--- src/vcm_pkg.sv ---
// Shared types and constants for the volume centroid block.
package vcm_pkg;

  // Width of each centroid result field.
  localparam int unsigned OUT_BITS = 24;

  // Width of the size registers and of the register address.
  localparam int unsigned SIZE_BITS = 9;
  localparam int unsigned ADDR_BITS = 4;

  // Size registers come out of reset at 256 voxels per side.
  localparam logic [SIZE_BITS-1:0] SIZE_RESET = 9'd256;

  // Register indexes, taken from the word address.
  typedef enum logic [1:0] {
    REG_SIZE_X = 2'd0,
    REG_SIZE_Y = 2'd1,
    REG_SIZE_Z = 2'd2,
    REG_SIGNED = 2'd3
  } reg_index_t;

  // Configuration seen by the accumulator.
  typedef struct packed {
    logic [SIZE_BITS-1:0] size_x;
    logic [SIZE_BITS-1:0] size_y;
    logic [SIZE_BITS-1:0] size_z;
    logic                 signed_samples;
  } cfg_t;

  // Divider sequencer states.
  typedef enum logic [2:0] {
    BK_IDLE,
    BK_LOAD,
    BK_DIV,
    BK_FIN,
    BK_DONE
  } back_state_t;

endpackage

--- src/volume_center_of_mass_top.sv ---
// Top level of the volume centroid block: register file, accumulator, queue and divider.
//
// Voxel requests enter on push/full, one per cycle, in raster order (x fastest, then y,
// then z); sample is read as unsigned or two's complement by the signed register.
// After the last voxel of a volume one result request appears on the result side:
// centroids as signed fixed point with FRACTION_BITS fraction bits, truncated toward
// zero and saturated, plus the zero-total and clipped flags. Take it with pop while
// empty is low.
// Throughput: one voxel per cycle while the volume streams in and full is low. Each
// volume's result comes from a shared restoring divider that makes one quotient bit
// per cycle over MOMENT_W + FRACTION_BITS bits, for x, y and z in turn.
// Finished sums wait in a two-entry queue, so the next volume streams in while the
// divider works. full rises only when a last voxel cannot hand its sums to a full
// queue, which happens with volumes shorter than the divide time or with pop held low.
// A stalled result sits in the result register; the divider then holds its next result.
// Reset (synchronous, active high) clears all sums, positions and pending results and
// sets the sizes to 256 per side with unsigned samples. Size and mode registers are
// written over the APB-style port at byte address 4 * index.
module volume_center_of_mass_top #(
  parameter int unsigned MAX_SIDE      = 256,
  parameter int unsigned SAMPLE_BITS   = 16,
  parameter int unsigned FRACTION_BITS = 8
) (
  input  logic                                 clk,
  input  logic                                 rst,
  // Configuration port.
  input  logic                                 psel,
  input  logic                                 penable,
  input  logic                                 pwrite,
  input  logic [vcm_pkg::ADDR_BITS-1:0]        paddr,
  input  logic [31:0]                          pwdata,
  output logic [31:0]                          prdata,
  output logic                                 pready,
  // Voxel input.
  input  logic                                 push,
  output logic                                 full,
  input  logic [SAMPLE_BITS-1:0]               sample,
  // Result output.
  output logic                                 empty,
  input  logic                                 pop,
  output logic signed [vcm_pkg::OUT_BITS-1:0]  centroid_x,
  output logic signed [vcm_pkg::OUT_BITS-1:0]  centroid_y,
  output logic signed [vcm_pkg::OUT_BITS-1:0]  centroid_z,
  output logic                                 zero_total,
  output logic                                 clipped
);

  localparam int unsigned CW          = $clog2(MAX_SIDE);
  localparam int unsigned TOTAL_W     = SAMPLE_BITS + 3 * CW + 2;
  localparam int unsigned MOMENT_W    = TOTAL_W + CW;
  localparam int unsigned SNAP_W      = 3 * MOMENT_W + TOTAL_W;
  localparam int unsigned QUEUE_DEPTH = 2;

  vcm_pkg::cfg_t       cfg;
  vcm_pkg::reg_index_t reg_idx;
  logic                cfg_wr;

  logic              q_push, q_full, q_pop, q_empty;
  logic [SNAP_W-1:0] q_wr_data, q_rd_data;

  // Register file.
  assign pready  = 1'b1;
  assign reg_idx = vcm_pkg::reg_index_t'(paddr[3:2]);
  assign cfg_wr  = psel && penable && pwrite && pready;

  always_ff @(posedge clk) begin
    if (rst) begin
      cfg.size_x         <= vcm_pkg::SIZE_RESET;
      cfg.size_y         <= vcm_pkg::SIZE_RESET;
      cfg.size_z         <= vcm_pkg::SIZE_RESET;
      cfg.signed_samples <= 1'b0;
    end else if (cfg_wr) begin
      unique case (reg_idx)
        vcm_pkg::REG_SIZE_X: cfg.size_x         <= pwdata[vcm_pkg::SIZE_BITS-1:0];
        vcm_pkg::REG_SIZE_Y: cfg.size_y         <= pwdata[vcm_pkg::SIZE_BITS-1:0];
        vcm_pkg::REG_SIZE_Z: cfg.size_z         <= pwdata[vcm_pkg::SIZE_BITS-1:0];
        vcm_pkg::REG_SIGNED: cfg.signed_samples <= pwdata[0];
        default: begin
        end
      endcase
    end
  end

  // Register read-back.
  always_comb begin
    unique case (reg_idx)
      vcm_pkg::REG_SIZE_X: prdata = 32'(cfg.size_x);
      vcm_pkg::REG_SIZE_Y: prdata = 32'(cfg.size_y);
      vcm_pkg::REG_SIZE_Z: prdata = 32'(cfg.size_z);
      vcm_pkg::REG_SIGNED: prdata = 32'(cfg.signed_samples);
      default:             prdata = '0;
    endcase
  end

  // Accumulator.
  vcm_front #(
    .MAX_SIDE    (MAX_SIDE),
    .SAMPLE_BITS (SAMPLE_BITS),
    .TOTAL_W     (TOTAL_W),
    .MOMENT_W    (MOMENT_W)
  ) u_front (
    .clk    (clk),
    .rst    (rst),
    .cfg    (cfg),
    .push   (push),
    .full   (full),
    .sample (sample),
    .q_full (q_full),
    .q_push (q_push),
    .q_data (q_wr_data)
  );

  // Queue of finished volume sums.
  vcm_fifo #(
    .WIDTH (SNAP_W),
    .DEPTH (QUEUE_DEPTH)
  ) u_fifo (
    .clk     (clk),
    .rst     (rst),
    .push    (q_push),
    .wr_data (q_wr_data),
    .full    (q_full),
    .pop     (q_pop),
    .rd_data (q_rd_data),
    .empty   (q_empty)
  );

  // Divider and result register.
  vcm_back #(
    .TOTAL_W       (TOTAL_W),
    .MOMENT_W      (MOMENT_W),
    .FRACTION_BITS (FRACTION_BITS)
  ) u_back (
    .clk        (clk),
    .rst        (rst),
    .q_empty    (q_empty),
    .q_data     (q_rd_data),
    .q_pop      (q_pop),
    .empty      (empty),
    .pop        (pop),
    .centroid_x (centroid_x),
    .centroid_y (centroid_y),
    .centroid_z (centroid_z),
    .zero_total (zero_total),
    .clipped    (clipped)
  );

`ifndef ASSERT_OFF
  // The accumulator never hands sums to a full queue.
  a_no_push_when_full: assert property (@(posedge clk) disable iff (rst)
    q_push |-> !q_full)
    else $error("volume sums pushed into a full queue");

  // A zero-total result carries zero centroids and no clip flag.
  a_zero_total_clean: assert property (@(posedge clk) disable iff (rst)
    (!empty && zero_total) |-> (centroid_x == '0 && centroid_y == '0 &&
                                centroid_z == '0 && !clipped))
    else $error("zero-total result with nonzero fields");

  // Reset leaves no pending result and an open input.
  a_reset_clears: assert property (@(posedge clk)
    rst |=> (empty && !full))
    else $error("result or stall pending after reset");
`endif

endmodule

--- src/vcm_front.sv ---
// Voxel accumulator: raster position tracking and moment sums.
module vcm_front #(
  parameter int unsigned MAX_SIDE    = 256,
  parameter int unsigned SAMPLE_BITS = 16,
  parameter int unsigned TOTAL_W     = 42,
  parameter int unsigned MOMENT_W    = 50
) (
  input  logic                          clk,
  input  logic                          rst,
  input  vcm_pkg::cfg_t                 cfg,
  input  logic                          push,
  output logic                          full,
  input  logic [SAMPLE_BITS-1:0]        sample,
  input  logic                          q_full,
  output logic                          q_push,
  output logic [3*MOMENT_W+TOTAL_W-1:0] q_data
);

  localparam int unsigned CW = $clog2(MAX_SIDE);
  localparam int unsigned VW = SAMPLE_BITS + 1;
  localparam int unsigned PW = CW + VW + 1;

  // Index of the last voxel along an axis, with the size clamped to 1..MAX_SIDE.
  function automatic logic [CW-1:0] last_index(input logic [vcm_pkg::SIZE_BITS-1:0] sz);
    if (sz == '0) begin
      return '0;
    end
    if (32'(sz) > MAX_SIDE) begin
      return CW'(MAX_SIDE - 1);
    end
    return CW'(sz - 1'b1);
  endfunction

  logic [CW-1:0]        pos_x, pos_y, pos_z;
  logic                 last_x, last_y, last_z;
  logic                 accept;
  logic signed [VW-1:0] v_ext;

  logic                 b_valid;
  logic                 b_end;
  logic signed [VW-1:0] b_v;
  logic [CW-1:0]        b_px, b_py, b_pz;
  logic                 b_adv;

  logic signed [PW-1:0]       prod_x, prod_y, prod_z;
  logic signed [MOMENT_W-1:0] acc_x, acc_y, acc_z;
  logic signed [MOMENT_W-1:0] sum_x, sum_y, sum_z;
  logic signed [TOTAL_W-1:0]  acc_t, sum_t;

  // Position of the incoming voxel against the current extents.
  assign last_x = pos_x >= last_index(cfg.size_x);
  assign last_y = pos_y >= last_index(cfg.size_y);
  assign last_z = pos_z >= last_index(cfg.size_z);

  // The accumulate stage only holds when it must hand a finished volume to a full queue.
  assign b_adv  = b_valid && !(b_end && q_full);
  assign full   = b_valid && b_end && q_full;
  assign accept = push && !full;

  // Sample widened by one bit, sign extended in signed mode.
  assign v_ext = {cfg.signed_samples & sample[SAMPLE_BITS-1], sample};

  // Raster counters: x fastest, then y, then z.
  always_ff @(posedge clk) begin
    if (rst) begin
      pos_x <= '0;
      pos_y <= '0;
      pos_z <= '0;
    end else if (accept) begin
      if (!last_x) begin
        pos_x <= pos_x + 1'b1;
      end else begin
        pos_x <= '0;
        if (!last_y) begin
          pos_y <= pos_y + 1'b1;
        end else begin
          pos_y <= '0;
          if (!last_z) begin
            pos_z <= pos_z + 1'b1;
          end else begin
            pos_z <= '0;
          end
        end
      end
    end
  end

  // Register stage between the input and the multiply-accumulate.
  always_ff @(posedge clk) begin
    if (rst) begin
      b_valid <= 1'b0;
    end else if (accept) begin
      b_valid <= 1'b1;
    end else if (b_adv) begin
      b_valid <= 1'b0;
    end
  end

  always_ff @(posedge clk) begin
    if (accept) begin
      b_v   <= v_ext;
      b_px  <= pos_x;
      b_py  <= pos_y;
      b_pz  <= pos_z;
      b_end <= last_x && last_y && last_z;
    end
  end

  // Coordinate times sample, one multiplier per axis.
  assign prod_x = $signed({1'b0, b_px}) * b_v;
  assign prod_y = $signed({1'b0, b_py}) * b_v;
  assign prod_z = $signed({1'b0, b_pz}) * b_v;

  assign sum_x = acc_x + {{(MOMENT_W-PW){prod_x[PW-1]}}, prod_x};
  assign sum_y = acc_y + {{(MOMENT_W-PW){prod_y[PW-1]}}, prod_y};
  assign sum_z = acc_z + {{(MOMENT_W-PW){prod_z[PW-1]}}, prod_z};
  assign sum_t = acc_t + {{(TOTAL_W-VW){b_v[VW-1]}}, b_v};

  // Running sums; cleared once the last voxel's sums go to the queue.
  always_ff @(posedge clk) begin
    if (rst) begin
      acc_x <= '0;
      acc_y <= '0;
      acc_z <= '0;
      acc_t <= '0;
    end else if (b_adv) begin
      if (b_end) begin
        acc_x <= '0;
        acc_y <= '0;
        acc_z <= '0;
        acc_t <= '0;
      end else begin
        acc_x <= sum_x;
        acc_y <= sum_y;
        acc_z <= sum_z;
        acc_t <= sum_t;
      end
    end
  end

  assign q_push = b_adv && b_end;
  assign q_data = {sum_z, sum_y, sum_x, sum_t};

endmodule

--- src/vcm_fifo.sv ---
// Small register queue that carries finished volume sums to the divider.
module vcm_fifo #(
  parameter int unsigned WIDTH = 192,
  parameter int unsigned DEPTH = 2
) (
  input  logic             clk,
  input  logic             rst,
  input  logic             push,
  input  logic [WIDTH-1:0] wr_data,
  output logic             full,
  input  logic             pop,
  output logic [WIDTH-1:0] rd_data,
  output logic             empty
);

  localparam int unsigned PTR_W = (DEPTH > 1) ? $clog2(DEPTH) : 1;
  localparam int unsigned CNT_W = $clog2(DEPTH + 1);

  logic [WIDTH-1:0] slots [DEPTH];
  logic [PTR_W-1:0] wr_ptr, rd_ptr;
  logic [CNT_W-1:0] count;
  logic             wr_en, rd_en;

  function automatic logic [PTR_W-1:0] ptr_inc(input logic [PTR_W-1:0] p);
    if (p == PTR_W'(DEPTH - 1)) begin
      return '0;
    end
    return p + 1'b1;
  endfunction

  assign full    = count == CNT_W'(DEPTH);
  assign empty   = count == '0;
  assign wr_en   = push && !full;
  assign rd_en   = pop && !empty;
  assign rd_data = slots[rd_ptr];

  // Storage.
  always_ff @(posedge clk) begin
    if (wr_en) begin
      slots[wr_ptr] <= wr_data;
    end
  end

  // Pointers and fill count.
  always_ff @(posedge clk) begin
    if (rst) begin
      wr_ptr <= '0;
      rd_ptr <= '0;
      count  <= '0;
    end else begin
      if (wr_en) begin
        wr_ptr <= ptr_inc(wr_ptr);
      end
      if (rd_en) begin
        rd_ptr <= ptr_inc(rd_ptr);
      end
      unique case ({wr_en, rd_en})
        2'b10:   count <= count + 1'b1;
        2'b01:   count <= count - 1'b1;
        default: count <= count;
      endcase
    end
  end

endmodule

--- src/vcm_back.sv ---
// Centroid divider: one quotient bit per cycle, three axes in turn, with result register.
module vcm_back #(
  parameter int unsigned TOTAL_W       = 42,
  parameter int unsigned MOMENT_W      = 50,
  parameter int unsigned FRACTION_BITS = 8
) (
  input  logic                                 clk,
  input  logic                                 rst,
  input  logic                                 q_empty,
  input  logic [3*MOMENT_W+TOTAL_W-1:0]        q_data,
  output logic                                 q_pop,
  output logic                                 empty,
  input  logic                                 pop,
  output logic signed [vcm_pkg::OUT_BITS-1:0]  centroid_x,
  output logic signed [vcm_pkg::OUT_BITS-1:0]  centroid_y,
  output logic signed [vcm_pkg::OUT_BITS-1:0]  centroid_z,
  output logic                                 zero_total,
  output logic                                 clipped
);

  localparam int unsigned OW = vcm_pkg::OUT_BITS;
  localparam int unsigned NW = MOMENT_W + FRACTION_BITS;
  localparam int unsigned SW = $clog2(NW);
  localparam logic [1:0]  LAST_AXIS = 2'd2;

  vcm_pkg::back_state_t state, state_next;

  logic [TOTAL_W-1:0]  q_total;
  logic [TOTAL_W-1:0]  t_abs;
  logic [MOMENT_W-1:0] mom0, mom1, mom2;
  logic [MOMENT_W-1:0] m_abs;
  logic                m_neg;
  logic [TOTAL_W-1:0]  at;
  logic                tneg;
  logic [NW-1:0]       num;
  logic [TOTAL_W:0]    rem, shifted, rem_next;
  logic                fits;
  logic [OW-1:0]       quo, limit, mag, signed_val;
  logic                ovf, neg, sat;
  logic [SW-1:0]       step;
  logic [1:0]          axis;
  logic [OW-1:0]       res_x, res_y, res_z;
  logic                clip_acc, zt;
  logic                out_valid, out_load;

  // Magnitudes of the dequeued total and of the moment under division.
  assign q_total = q_data[TOTAL_W-1:0];
  assign t_abs   = q_total[TOTAL_W-1] ? (~q_total + 1'b1) : q_total;
  assign m_neg   = mom0[MOMENT_W-1];
  assign m_abs   = m_neg ? (~mom0 + 1'b1) : mom0;

  // Restoring division step.
  assign shifted  = {rem[TOTAL_W-1:0], num[NW-1]};
  assign fits     = shifted >= {1'b0, at};
  assign rem_next = fits ? (shifted - {1'b0, at}) : shifted;

  // Saturate the magnitude and apply the sign.
  assign limit      = neg ? {1'b1, {(OW-1){1'b0}}} : {1'b0, {(OW-1){1'b1}}};
  assign sat        = ovf || (quo > limit);
  assign mag        = sat ? limit : quo;
  assign signed_val = neg ? (~mag + 1'b1) : mag;

  // State register.
  always_ff @(posedge clk) begin
    if (rst) begin
      state <= vcm_pkg::BK_IDLE;
    end else begin
      state <= state_next;
    end
  end

  // Next state and handshakes.
  always_comb begin
    state_next = state;
    q_pop      = 1'b0;
    out_load   = 1'b0;
    unique case (state)
      vcm_pkg::BK_IDLE: begin
        if (!q_empty) begin
          q_pop      = 1'b1;
          state_next = (q_total == '0) ? vcm_pkg::BK_DONE : vcm_pkg::BK_LOAD;
        end
      end
      vcm_pkg::BK_LOAD: begin
        state_next = vcm_pkg::BK_DIV;
      end
      vcm_pkg::BK_DIV: begin
        if (step == '0) begin
          state_next = vcm_pkg::BK_FIN;
        end
      end
      vcm_pkg::BK_FIN: begin
        state_next = (axis == LAST_AXIS) ? vcm_pkg::BK_DONE : vcm_pkg::BK_LOAD;
      end
      vcm_pkg::BK_DONE: begin
        if (!out_valid || pop) begin
          out_load   = 1'b1;
          state_next = vcm_pkg::BK_IDLE;
        end
      end
      default: begin
        state_next = vcm_pkg::BK_IDLE;
      end
    endcase
  end

  // Divider datapath.
  always_ff @(posedge clk) begin
    unique case (state)
      vcm_pkg::BK_IDLE: begin
        if (!q_empty) begin
          mom0     <= q_data[TOTAL_W +: MOMENT_W];
          mom1     <= q_data[TOTAL_W+MOMENT_W +: MOMENT_W];
          mom2     <= q_data[TOTAL_W+2*MOMENT_W +: MOMENT_W];
          at       <= t_abs;
          tneg     <= q_total[TOTAL_W-1];
          axis     <= '0;
          clip_acc <= 1'b0;
          zt       <= q_total == '0;
          res_x    <= '0;
          res_y    <= '0;
          res_z    <= '0;
        end
      end
      vcm_pkg::BK_LOAD: begin
        num  <= NW'(m_abs) << FRACTION_BITS;
        rem  <= '0;
        quo  <= '0;
        ovf  <= 1'b0;
        neg  <= m_neg ^ tneg;
        step <= SW'(NW - 1);
      end
      vcm_pkg::BK_DIV: begin
        num  <= num << 1;
        rem  <= rem_next;
        quo  <= {quo[OW-2:0], fits};
        ovf  <= ovf | quo[OW-1];
        step <= step - 1'b1;
      end
      vcm_pkg::BK_FIN: begin
        // Results shift in from z so that x lands last in place.
        res_z    <= signed_val;
        res_y    <= res_z;
        res_x    <= res_y;
        mom0     <= mom1;
        mom1     <= mom2;
        clip_acc <= clip_acc | sat;
        axis     <= axis + 1'b1;
      end
      vcm_pkg::BK_DONE: begin
        if (out_load) begin
          centroid_x <= res_x;
          centroid_y <= res_y;
          centroid_z <= res_z;
          zero_total <= zt;
          clipped    <= clip_acc;
        end
      end
      default: begin
      end
    endcase
  end

  // Result register; a new result may be loaded in the cycle the old one is taken.
  always_ff @(posedge clk) begin
    if (rst) begin
      out_valid <= 1'b0;
    end else begin
      out_valid <= (out_valid && !pop) || out_load;
    end
  end

  assign empty = !out_valid;

endmodule
--- config.mk ---
export PLATFORM = sky130hd
export DESIGN_NAME = volume_center_of_mass_top
export DESIGN_NICKNAME = d
export VERILOG_FILES = /design/src/vcm_pkg.sv /design/src/volume_center_of_mass_top.sv /design/src/vcm_front.sv /design/src/vcm_fifo.sv /design/src/vcm_back.sv
export SDC_FILE = /design/constraint.sdc
export NUM_CORES = 2
export LEC_CHECK = 0
export BUFFER_PORTS_ARGS = -buffer_cell sky130_fd_sc_hd__buf_2
export CAP_MARGIN = 30
export CORE_UTILIZATION = 55
export CTS_CLUSTER_SIZE = 12
export DETAILED_ROUTE_END_ITERATION = 12
export PLACE_DENSITY = 0.78
export SLEW_MARGIN = 5
export SYNTH_ARGS = -nofsm -noshare
export SYNTH_HDL_FRONTEND = slang
export SYNTH_SLANG_ARGS = --single-unit
--- constraint.sdc ---
create_clock -name clk -period 13.5 [get_ports clk]
set_clock_uncertainty 0.2 [all_clocks]
set_input_delay 2.7 -clock clk [delete_from_list [all_inputs] [get_ports clk]]
set_output_delay 2.7 -clock clk [all_outputs]
set_load 0.03 [all_outputs]
======== Yosys cells after proc, flatten, opt, wreduce, memory -nomap -nowiden ========
Memories as Yosys holds them, arrays and structs flattened. A register that Yosys moved wholly into a read port is not among the register bits.
Cells that the tools add are included.
word-level totals
  register bits ........................... 770
  latch bits .............................. 0
  memory bits (writable) .................. 384
  bits in read-only memories .............. 0
  input port bits ......................... 59
  output and inout bits ................... 109
  memories kept ........................... 1
memories
  memory        words  width  read ports  clocked after Yosys merged registers in  write ports  line            text
  u_fifo.slots  2      192    1           1                                        1            vcm_fifo.sv:19  logic [WIDTH-1:0] slots [DEPTH];
cells by class
  $add $sub $neg .......................... 20
  multipliers ............................. 3
  div/mod/pow operators ................... 0
  order comparisons ....................... 8
  equal/unequal tests ..................... 14
  shift operators ......................... 0
  multiplexer cells ....................... 79
  bitwise logic cells ..................... 8
  reduce and logical (&&, ||, !) cells .... 44
operators with widths
  kind                                                             count
  50-bit 2-to-1 mux                                                6
  50-bit case mux with 2 select lines                              2
  24-bit case mux with 2 select lines                              4
  50-bit adder                                                     3
  32-bit case mux with 4 select lines                              1
  8-bit 2-to-1 mux                                                 15
  58-bit case mux with 2 select lines                              1
  24-bit 2-to-1 mux                                                4
  42-bit 2-to-1 mux                                                2
  42-bit case mux with 2 select lines                              1
  9-bit by 17-bit multiplier with 26-bit output                    3
  50-bit by 1-bit adder with 50-bit output, second input constant  1
  50-bit NOT                                                       1
  43-bit by 42-bit greater-or-equal comparator with 1-bit output   1
  42-bit by 1-bit adder with 42-bit output, second input constant  1
  42-bit adder                                                     1
  42-bit zero test                                                 1
  42-bit NOT                                                       1
  42-bit subtractor                                                1
  41-bit 2-to-1 mux                                                1
  1-bit 2-to-1 mux                                                 30
  9-bit greater-than comparator, second input constant             3
  9-bit zero test                                                  3
  24-bit by 1-bit adder with 24-bit output, second input constant  1
  other kinds (35)                                                 88

======== Logic depth before layout (Yosys ltp) ========
  depth in word-level cells ............... 9
  mapped depth ............................ 35
  gate-level depth less buffers ........... 33

======== Cells and area by module ========
Synthesis repeated with hierarchy kept, for this count alone.
second synthesis, totals
  cells, all modules ...................... 6938
  area total of the unflattened synthesis .. 73117.6 µm²
by module, submodules not included
  module                     instances  cells each  area each (µm²)  sequential area each (µm²)
  vcm_front                  1          4083        34545.6          5605.4
  vcm_back                   1          2068        23012.1          14103.5
  vcm_fifo                   1          623         14022.2          11631.2
  volume_center_of_mass_top  1          164         1537.7           560.5

======== Least setup slack after synthesis ========
No wires, ideal clock.
  path kind ............................... reg2reg
  from .................................... register u_back.state[0]
  to ...................................... register u_back.axis[0] (enable)
  setup time .............................. 0.557 ns
  arrival ................................. 14.024 ns
  required time ........................... 12.743 ns
  setup slack ............................. -1.281 ns
  stages on the path, launching flop included .. 4
  path buffers ............................ 1
  cell sequence ........................... dfxtp_1 -> clkbuf_1 -> nor4_1 -> nand2b_1
on the way
  longest elaborated chain between the ends .. 3
  elaborated cells between the ends (all ways) .. 5
  classes of those cells .................. 2 x eq/ne; 3 x reduce/logical
ends and longest elaborated chain
  what                                                                         line             text
  start: declaration                                                           vcm_back.sv:26   vcm_pkg::back_state_t state, state_next;
  start signal: assignment                                                     vcm_back.sv:66   state <= vcm_pkg::BK_IDLE;
  start signal: assignment                                                     vcm_back.sv:68   state <= state_next;
  3-bit zero test or 3-bit by 2-bit == test with 1-bit output (tied branches)  vcm_back.sv:109  unique case (state)
  2-bit inequality test (no line) or 2-bit nonzero test (tied branches)        n/a
  2-bit AND reduction (no line) *                                              n/a
  end signal: assignment                                                       vcm_back.sv:148  axis <= axis + 1'b1;
  end: declaration                                                             vcm_back.sv:41   logic [1:0] axis;
Every way passes the cells marked *; elsewhere a longest branch is shown, timed or not.
A chain may end at the register's enable or synchronous reset.

======== Final worst setup path ========
  from .................................... register u_front.b_px[2]
  to ...................................... register u_front.acc_x[47]
on the way
  longest elaborated chain between the ends .. 3
ends and longest elaborated chain
  what                                           line                             text
  start: declaration                             vcm_front.sv:42                  logic [CW-1:0] b_px, b_py, b_pz;
  start signal: assignment                       vcm_front.sv:102                 b_px <= pos_x;
  9-bit by 17-bit multiplier with 26-bit output  vcm_front.sv:110                 assign prod_x = $signed({1'b0, b_px}) * b_v;
  50-bit adder                                   vcm_front.sv:114                 assign sum_x = acc_x + {{(MOMENT_W-PW){prod_x[PW-1]}}, prod_x};
  named net q_wr_data[89]                        volume_center_of_mass_top.sv:59  logic [SNAP_W-1:0] q_wr_data, q_rd_data;
  50-bit 2-to-1 mux                              vcm_front.sv:127                 if (b_end) begin
  end signal: assignment                         vcm_front.sv:133                 acc_x <= sum_x;
  end: declaration                               vcm_front.sv:46                  logic signed [MOMENT_W-1:0] acc_x, acc_y, acc_z;
The timed path passes the listed nets, and every way through them passes these cells.

==> results.yml <==
floorplanning:
  pin_count: 168
  fp.dieW_um: 363.8
  die-height_um: 363.8
  die_area_um2: 132300
  core_um2: 129600
  start_util_pct: 55.52
  num_rows: 132
synth:
  synthArstFlopShare_pct: 0
  syn-cell-area_um2: 71980
  netlist.area_leader.share_pct: 37.26
  yosysUniqueCellTypes: 79
  synth_edf_count: 893
  yosysWarningCount: 0
  ys.flop_type: "edfxtp_1"
  yosysSeqAreaShare_pct: 44.32
  yosys.area.top_type: "edfxtp_1"
  ys_top_cells_by_area: "edfxtp_1 (37%), fa_1 (9.2%), ha_1 (8.1%)"
  avgSynthCellArea_um2: 10.66
  yosysMostFrequentCell: "edfxtp_1"
  synth_cells: 6753
  ys_ff_latch: 1147
  synth_top_cells_by_count: "edfxtp_1 (893), inv_1 (620), nand2_1 (571)"
sta:
  maxClockFrequency_mhz: 101.0
  fin_ws_ns: 3.594
  hold_violations: 0
  tightest_slew_ns: 1.044
  slew_viol_final: 0
  finalSetupViolCount: 0
  tns_ns: 0
  period_minus_slack_ns: 9.906
  fin_crit_sh_pct: 73.37
  slew_headroom_pct: 30.38
  rsz0062_at_grt: "no"
power:
  ir_drop_v: 0.0001322
  p_leak_uw: 0.03248
  intPower_uw: 9736
  combinationalPowerShare_pct: 46.1
  power.density_nw_per_um2: 207.5
  seqPwrFrac_pct: 34.2
  switchingPower_uw: 6467
  swShare_pct: 39.91
  clkPwrFrac_pct: 19.7
cts:
  clkSinkCount: 1147
  cts_resized: 0
  clkTransAtPathRegs_ns: 0.06
  clk_path_buf_depth: 3
  postCtsSetupRepairBufs: 0
  holdBufCountCts: 0
  clkLatencyLatePin_ns: 0.78
  cts-root-buf: "clkbuf_16"
  numCtsBuffers: 118
  tritoncts: "yes"
  cts_htree_levels: 3
placement:
  hpwl_mm: 109.1
  place_congestion: 0.9014
  portBuffers: 118
  pre_cts_ws_ns: 3.751
worst_setup_path:
  cp_data_arrival_time_ns: 10.36
  r2r-end: "u_front.acc_x[47]"
  critical_path_class: "flop to flop"
  r2r_slack_ns: 3.59
  path_buf_inv: 3
  max_stage_delay_ns: 0.82
  slowest_stage: "o41ai_1"
  path_delay_family: "compound AO/OA/AOI/OAI gates"
  startpoint_type: "flop"
  critPathCaptureType: "flop"
  path_common_cell: "fa_1"
  crit_required_ns: 13.95
  rr_worst_depth: 31
  r2r-start: "u_front.b_px[2]"
  critPathMaxFanout: 17
hold_path:
  worst_hold_path.endpoint: "u_back.zero_total"
  holdPathStages: 0
  min_path_type: "flop to flop"
  hp-start: "u_back.zt"
routing:
  post_drt_wl_per_cell_um: 18.20
  wl_met3_mm: 7.973
  drc: 0
  wl_met2_mm: 75.44
  routed_via_density: 5.773
  wl_met1_mm: 68.30
  route.vias.total: 49710
  drt_iter0_drc: 3725
  first_pass_iters: 6
  highest_layer: "met4"
  finalWirelength_mm: 156.7
  detail-route-antenna-nets: 0
layout:
  diodes: 0
  final_nets: 7619
  drive_above_1_share_pct: 6.711
  area_growth_pct: 8.497
global_route:
  first_global_vias: 49890
  grt_use_total_pct: 23.63
  grt_max_degree: 133
  grt_pass1_wl_mm: 254.1
  antenna_found_initial: 0
  gr-total-overflow: 0
run_status:
  outcome: "finished, final reports clean"
flow_run:
  maxCapViolCount: 0
==> layer usage <==
layer | GRT usage [%] | up-vias
met5 | 0 | -
met4 | 8.042 | 0
met3 | 3.045 | 286
met2 | 40.49 | 1405
met1 | 30.86 | 24300
li1 | - | 23720
==> cells in the final DEF (no fill, tap or decap), types with 49 or more instances in the layout <==
cell type,Yosys,final
ha_1,465,465
mux2i_1,204,203
a21oi_1,340,339
clkbuf_16,0,119
nor2_1,438,435
edfxtp_1,893,893
a21o_1,172,172
clkbuf_1,249,59
nand3_1,49,49
buf_4,24,55
fa_1,329,329
dfxtp_1,254,253
xnor2_1,242,239
a22o_1,69,69
mux2_2,59,59
o21ai_0,360,360
a22oi_1,111,111
nand2_1,571,570
nand4_1,62,62
nor3_1,79,78
xor2_1,160,160
and2_1,312,311
and3_1,55,54
inv_1,620,619
buf_2,16,117
==> through the flow <==
step / total power [uW] / util [%] / cell area (um2) / std cells / hold WS, ns
after floorplan: 11290 / - / 72060 / 6775 / 0.2003
after global placement: 12640 / 57.18 / 74130 / 8382 / 0.2009
after detailed placement: 12940 / 57.23 / 74200 / 8385 / 0.2045
after CTS: 16170 / 60.18 / 78020 / 8608 / 0.1794
after global routing: 17240 / 60.23 / 78090 / 8611 / 0.1983
final: 16200 / 60.23 / 78090 / 8611 / 0.1945
==> power groups by stage <==
stage	logic [uW]	registers [uW]	clock network [uW]
2_1_floorplan	5670	5620	0
3_3_place_gp	7070	5570	0
3_5_place_dp	7330	5610	0
5_1_grt	8260	5610	3370
4_1_cts	7390	5540	3240
6_report	7470	5550	3190
==> sequential cells by signal, indices dropped and copies added (netlist names), 17 cells and up, named ones only <==
| register | flops |
|---|---|
| u_front.b_v | 17 |
| u_front.acc_x | 50 |
| u_back.centroid_z | 24 |
| u_back.mom2 | 50 |
| u_back.mom1 | 50 |
| u_back.centroid_x | 24 |
| u_front.acc_t | 42 |
| u_back.num | 50 |
| cfg | 28 |
| u_back.res_x | 24 |
| u_front.acc_z | 50 |
| u_back.mom0 | 50 |
| u_back.centroid_y | 24 |
| u_back.res_z | 24 |
| u_back.quo | 24 |
| u_fifo.slots | 384 |
| u_back.res_y | 24 |
| u_back.at | 42 |
| u_back.rem | 42 |
| u_front.acc_y | 50 |
==> area by class of cell <==
class	count	area, um2
Clock inverter	31	427.9
Multi-Input combinational cell	4698	36670
Inverter	620	2327
Fill cell	10320	51560
Timing Repair Buffer	181	1187
Sequential cell	1147	31900
Clock buffer	192	3392
Tap cell	1742	2180
==> logic make-up after synthesis <==
family          Yosys count  share of synthesized area, %
xor+xnor                402                         4.892
buf+inv                 930                         5.024
simple gates           1767                         11.82
mux                     264                         3.791
compound gates         1446                         12.89
flops                  1147                         44.32
fa+ha+maj               795                         17.25
other cells               2                       0.01043
==> worst max-delay path by stage <==
stage                                from                 to  cells past startpoint
after global placement    u_front.b_px[2]  u_front.acc_x[47]                     31
after global routing      u_front.b_px[2]  u_front.acc_x[48]                     32
final                     u_front.b_px[2]  u_front.acc_x[47]                     31
after CTS                 u_front.b_px[2]  u_front.acc_x[47]                     31
after floorplan           u_back.state[0]     u_back.axis[0]                      3
after detailed placement  u_front.b_px[2]  u_front.acc_x[47]                     31
Note: power is estimated with default switching activity, not from simulation.
